===== src/sv/bpc_skid.sv =====
// ----------------------------------------------------------------------------
// bpc_skid
// small register queue with a full flag, used between and after the stages
// ----------------------------------------------------------------------------
module bpc_skid #(
  parameter int unsigned Depth = 4,
  parameter int unsigned Width = 8
) (
  input  logic             clk_i,
  input  logic             rst_ni,
  input  logic             push_i,
  input  logic [Width-1:0] data_i,
  input  logic             pop_i,
  output logic             valid_o,
  output logic [Width-1:0] data_o,
  output logic             room_o
);
  // depth must be a power of two so the pointers wrap on their own; not checked
  localparam int unsigned AW = $clog2(Depth);
  logic [Width-1:0] mem_q [Depth];
  logic [AW-1:0]    wp_q, rp_q;
  logic [AW:0]      cnt_q;

  always_ff @(posedge clk_i or negedge rst_ni) begin
    if (!rst_ni) begin
      wp_q  <= '0;
      rp_q  <= '0;
      cnt_q <= '0;
    end else begin
      if (push_i) wp_q <= wp_q + 1'b1;
      if (pop_i && valid_o) rp_q <= rp_q + 1'b1;
      cnt_q <= cnt_q + (AW+1)'(push_i) - (AW+1)'(pop_i && valid_o);
    end
  end
  always_ff @(posedge clk_i) begin
    if (push_i) mem_q[wp_q] <= data_i;
  end
  assign valid_o = cnt_q != '0;
  assign data_o  = mem_q[rp_q];
  assign room_o  = cnt_q < (AW+1)'(Depth);
endmodule


===== config.mk =====
export PLATFORM = sky130hd
export DESIGN_NAME = bpc_skid
export DESIGN_NICKNAME = d
export VERILOG_FILES = /design/src/sv/bpc_skid.sv
export SDC_FILE = /design/constraint.sdc
export NUM_CORES = 1
export LEC_CHECK = 0
export BUFFER_PORTS_ARGS = -buffer_cell sky130_fd_sc_hd__buf_2
export CAP_MARGIN = 10
export CELL_PAD_IN_SITES_DETAIL_PLACEMENT = 0
export CELL_PAD_IN_SITES_GLOBAL_PLACEMENT = 1
export CORE_UTILIZATION = 47
export CTS_CLUSTER_SIZE = 20
export DETAILED_ROUTE_END_ITERATION = 10
export GPL_TIMING_DRIVEN = 0
export PLACE_DENSITY = 0.86
export SKIP_LAST_GASP = 1
export SYNTH_ARGS = -nofsm -noshare
export SYNTH_HDL_FRONTEND = slang
export SYNTH_SLANG_ARGS = --single-unit

===== constraint.sdc =====
create_clock -name clk_i -period 2.3 [get_ports clk_i]
set_clock_uncertainty 0.1 [all_clocks]
set_input_delay 0 -clock clk_i [delete_from_list [all_inputs] [get_ports clk_i]]
set_output_delay 0 -clock clk_i [all_outputs]
set_load 0.03 [all_outputs]

Yosys cells after proc, flatten, opt, wreduce, memory -nomap -nowiden
Memories as Yosys holds them, arrays and structs flattened.
Index checks and enable logic that the tools add are counted.

operators by class
  reductions and logical operators = 2
  mux-type cells = 2
  order comparisons = 1
  $add $sub $neg = 4

operators with widths
  operator               count
  $add A2 B1 Y2 const B  2
  $add A3 B1 Y3          1
  $lt A3 B3 Y1 const B   1
  $reduce_bool A3 Y1     1
  $sub A3 B1 Y3          1
  $mux W1                2
  $logic_and A1 B1 Y1    1

storage, ports and cells
  memories = 1
  output and inout port bits = 10
  word-level logic and storage cells = 13
  RAM bits = 32
  bits in registers = 7

memories
  name   depth  bits a word  rd ports  clocked after memory_dff  write ports  line  source
  mem_q  4      8            1         0                         1            20    logic [Width-1:0] mem_q [Depth];

Logic depth before layout (Yosys ltp)
  depth after elaboration = 3
  mapped depth = 8

Worst setup path after synthesis
No wires, ideal clock.

  path type = reg-to-reg
  start = register cnt_q[1]
  end = register cnt_q[2]
  arrival time = 1.828 ns
  buffers on the path = 0
  cell stages (with the launch flop) = 9
  path slack = 0.248 ns
  cell sequence = dfrtp_1 o31a_1 ha_1 inv_1 ha_1 inv_1 fa_1 xnor2_1 xnor2_1

on the way
  cells in the longest elaborated chain, start to end = 3
  elaborated cells between the ends (all ways) = 4

ends and longest elaborated chain
  element                                                line  source
  start, declared                                        22    logic [AW:0] cnt_q;
  start signal, assigned                                 32    cnt_q <= cnt_q + (AW+1)'(push_i) - (AW+1)'(pop_i && valid_o);
  branches (longest 2 deep; another with $add A3 B1 Y3)  n/a
  $sub A3 B1 Y3 (*)                                      32

Every way passes the cells marked *.
A chain may end at the register's enable or synchronous reset.

Worst setup path in the final report
Ends and elaborated chain as after synthesis.

==> impl_metrics.yaml <==
global_routing:
  gr-total-overflow: 0
  antenna_found_initial: 0
  grt_max_degree: 13
  grt_usage_pct: 16.0
  grt_pass1_wl_mm: 3.71
  grt_pass1_vias: 798
die:
  start_util_pct: 50.1
  ios: 22
  die_h_um: 59.5
  die-area_um2: 3540
  rows: 20
  core_um2: 3100
  die_w_um: 59.5
finish:
  layout.nets: 136
  area_delta_synth_final_pct: 23.5
  n_fill_cell: 249
  final_area_um2: 1920
  layout_common_cells: "edfxtp_1 (32), buf_2 (21), dlygate4sd3_1 (12)"
  num_antenna_cells: 0
  layout_commonest_cell: "edfxtp_1"
  drive_above_1_share_pct: 33.9
  final_core_util_pct: 61.9
timing:
  fmax_mhz: 456
  rsz0062_at_grt: "false"
  final.setup.worst_slack_ns: 0.106
  tightest_slew_ns: 0.467
  hold_viol: 0
  setup_viol: 0
  slew_viol_final: 0
  maxSlewHeadroom_pct: 68.9
  finalCriticalPeriod_ns: 2.19
  finalCritPeriodShare_pct: 95.4
  fin_tns_setup_ns: 0
drt:
  wl_per_cell_um: 14.4
  ant_nets: 0
  wl_mm: 2.33
  via_per_inst: 4.81
  drtPass1Iterations: 4
  dr.first_iter.drc_count: 16
  drcViolationCount: 0
  vias: 779
worst_setup_path:
  critPathKind: "reg -> reg"
  worstReg2RegStart: "cnt_q[1]"
  worst_setup_path_end_kind: "flip-flop"
  cp_slowest_cell: "dfrtp_2"
  start_kind: "flip-flop"
  critPathMaxFanout: 5
  reg2regPathDepth: 8
  cpPeakStageDelay_ns: 0.47
  r2r_end: "cnt_q[2]"
  worst-endpoint-arrival_ns: 2.32
  regToRegSetupSlack_ns: 0.11
  critPathRequiredTime_ns: 2.43
  cp_cell_sequence: "o31a_1 > ha_1 > inv_1 > ha_1 > inv_1 > fa_1 > xnor2_2 > xnor2_1"
placement:
  placed_cell_area_um2: 1720
  hpwlAfterDp_mm: 1.51
  io_buffers: 21
  pre_cts_ws_ns: 0.0913
  gp_congestion: 0.669
clock_network:
  clkLatencyLatePin_ns: 0.34
  path_clk_slew_ns: 0.11
  numClockSinks: 39
  cts_setup_buffers: 0
  htree_num_levels: 2
  cts_buffers: 5
  clockRootBuffer: "clkbuf_4"
  cts_tree: "built"
  clk_path_buf_depth: 2
synthesis:
  seq_area_frac_synth_pct: 73.0
  yosys-top-cells-area: "edfxtp_1 (62%), mux4_2 (12%), dfrtp_1 (11%)"
  synth_warnings: 0
  synth_area_leader_cell: "edfxtp_1"
  synth_cell_types: 16
  synth_top_area_share_pct: 61.8
  synth_area_um2: 1560
  avgSynthCellArea_um2: 20.2
  synth_fp_nets: 96
  ys_ff_latch: 39
  syn_inst: 77
status:
  status: "finished clean"
power_and_ir_drop:
  power_density_nw_per_um2: 1250
  vdd_drop_max_v: 0.000591
  leakage_nw: 0.739
hold_path:
  whs_endpoint: "mem_q[3][4]"
  min_path_type: "in -> reg"
  worstHoldStart: "data_i[4]"
  hold_path_depth: 2
flow_run:
  maxCapViolations: 0
==> metrics by stage <==
step                      hold WS, ns  cells  power, mW
final                           0.301    162       2.41
after floorplan                -0.396     77       1.73
after global placement         -0.258    142       1.93
after CTS                       0.281    162       2.42
after detailed placement       -0.250    142       1.97
after global routing            0.286    162       2.55
==> flip-flops by register name, summed over array words and instances (netlist names) <==
signal / cells
mem_q: 32
wp_q: 2
cnt_q: 3
rp_q: 2
==> cell usage after synthesis <==
master,number
dfrtp_1,7
o31a_1,1
and2_1,4
or3_1,1
fa_1,1
edfxtp_1,32
ha_1,6
xor2_1,2
mux4_2,8
inv_1,7
o21ai_0,1
xnor2_1,3
o311ai_1,1
buf_6,1
nand2_1,1
clkbuf_2,1
==> layer usage <==
layer / vias up / wire length, um / global-route usage, % / share of wire [%]
li1: 373 / - / - / -
met1: 383 / 1040 / 18.9 / 45
met2: 17 / 1130 / 25.2 / 48
met3: 6 / 110 / 6.77 / 4.7
met4: 0 / 47 / 7.97 / 2.0
met5: - / 0 / 0 / 0
==> critical path, delay by kind of cell (launching register included) <==
kind	cells	cell delay, ns
AOI/OAI and AO/OA	1	0.33
xor gates and xnor gates	2	0.29
adders and majority gates	3	0.80
buffers and inverters	2	0.09
DFF	1	0.47
==> cell type report <==
class / instances / area, um2 / area share, %
Clock buffer: 5 / 37.5 / 1.95
Tap cell: 44 / 55.1 / 2.87
Clock inverter: 3 / 38.8 / 2.02
Multi-Input combinational cell: 29 / 384 / 20.0
Buffer: 2 / 16.3 / 0.847
Inverter: 7 / 26.3 / 1.37
Sequential cell: 39 / 1140 / 59.2
Timing Repair Buffer: 33 / 225 / 11.7
==> how the worst max path moves through the flow <==
| stage | startpoint | to | slack [ns] | depth (start not counted) |
|---|---|---|---|---|
| finish | cnt_q[1] | cnt_q[2] | 0.11 | 8 |
| global placement | cnt_q[1] | cnt_q[2] | 0.19 | 8 |
| floorplan | cnt_q[1] | cnt_q[2] | 0.25 | 8 |
| global route | cnt_q[1] | cnt_q[2] | 0.004 | 8 |
| CTS | cnt_q[1] | cnt_q[2] | 0.07 | 8 |
| detailed placement | cnt_q[1] | cnt_q[2] | 0.09 | 8 |
==> cell families (layout without fill, tap and decap cells) <==
logic type      after synthesis  in the layout  synth area share, %
buf+inv                       9             50                 2.74
simple gates                  6              6                 2.25
compound gates                3              3                 1.45
xor+xnor                      5              5                 2.82
fa+ha+maj                     7              7                 6.11
flops                        39             39                 73.0
mux                           8              8                 11.6
==> what timing repair did <==
item                       4_1_cts  5_1_grt
hold buffers                    12        0
hold endpoints to repair        44        0
resized for setup                0        2
setup endpoints to repair        0        1
==> report_power, final <==
part / switching, mW / total, mW / internal, mW / leakage, nW
registers: 0.0868 / 1.04 / 0.951 / 0.375
clock network: 0.214 / 0.437 / 0.224 / 0.0426
logic: 0.543 / 0.933 / 0.391 / 0.321
total: 0.843 / 2.41 / 1.57 / 0.739
Power figures use the tool's default switching activity.
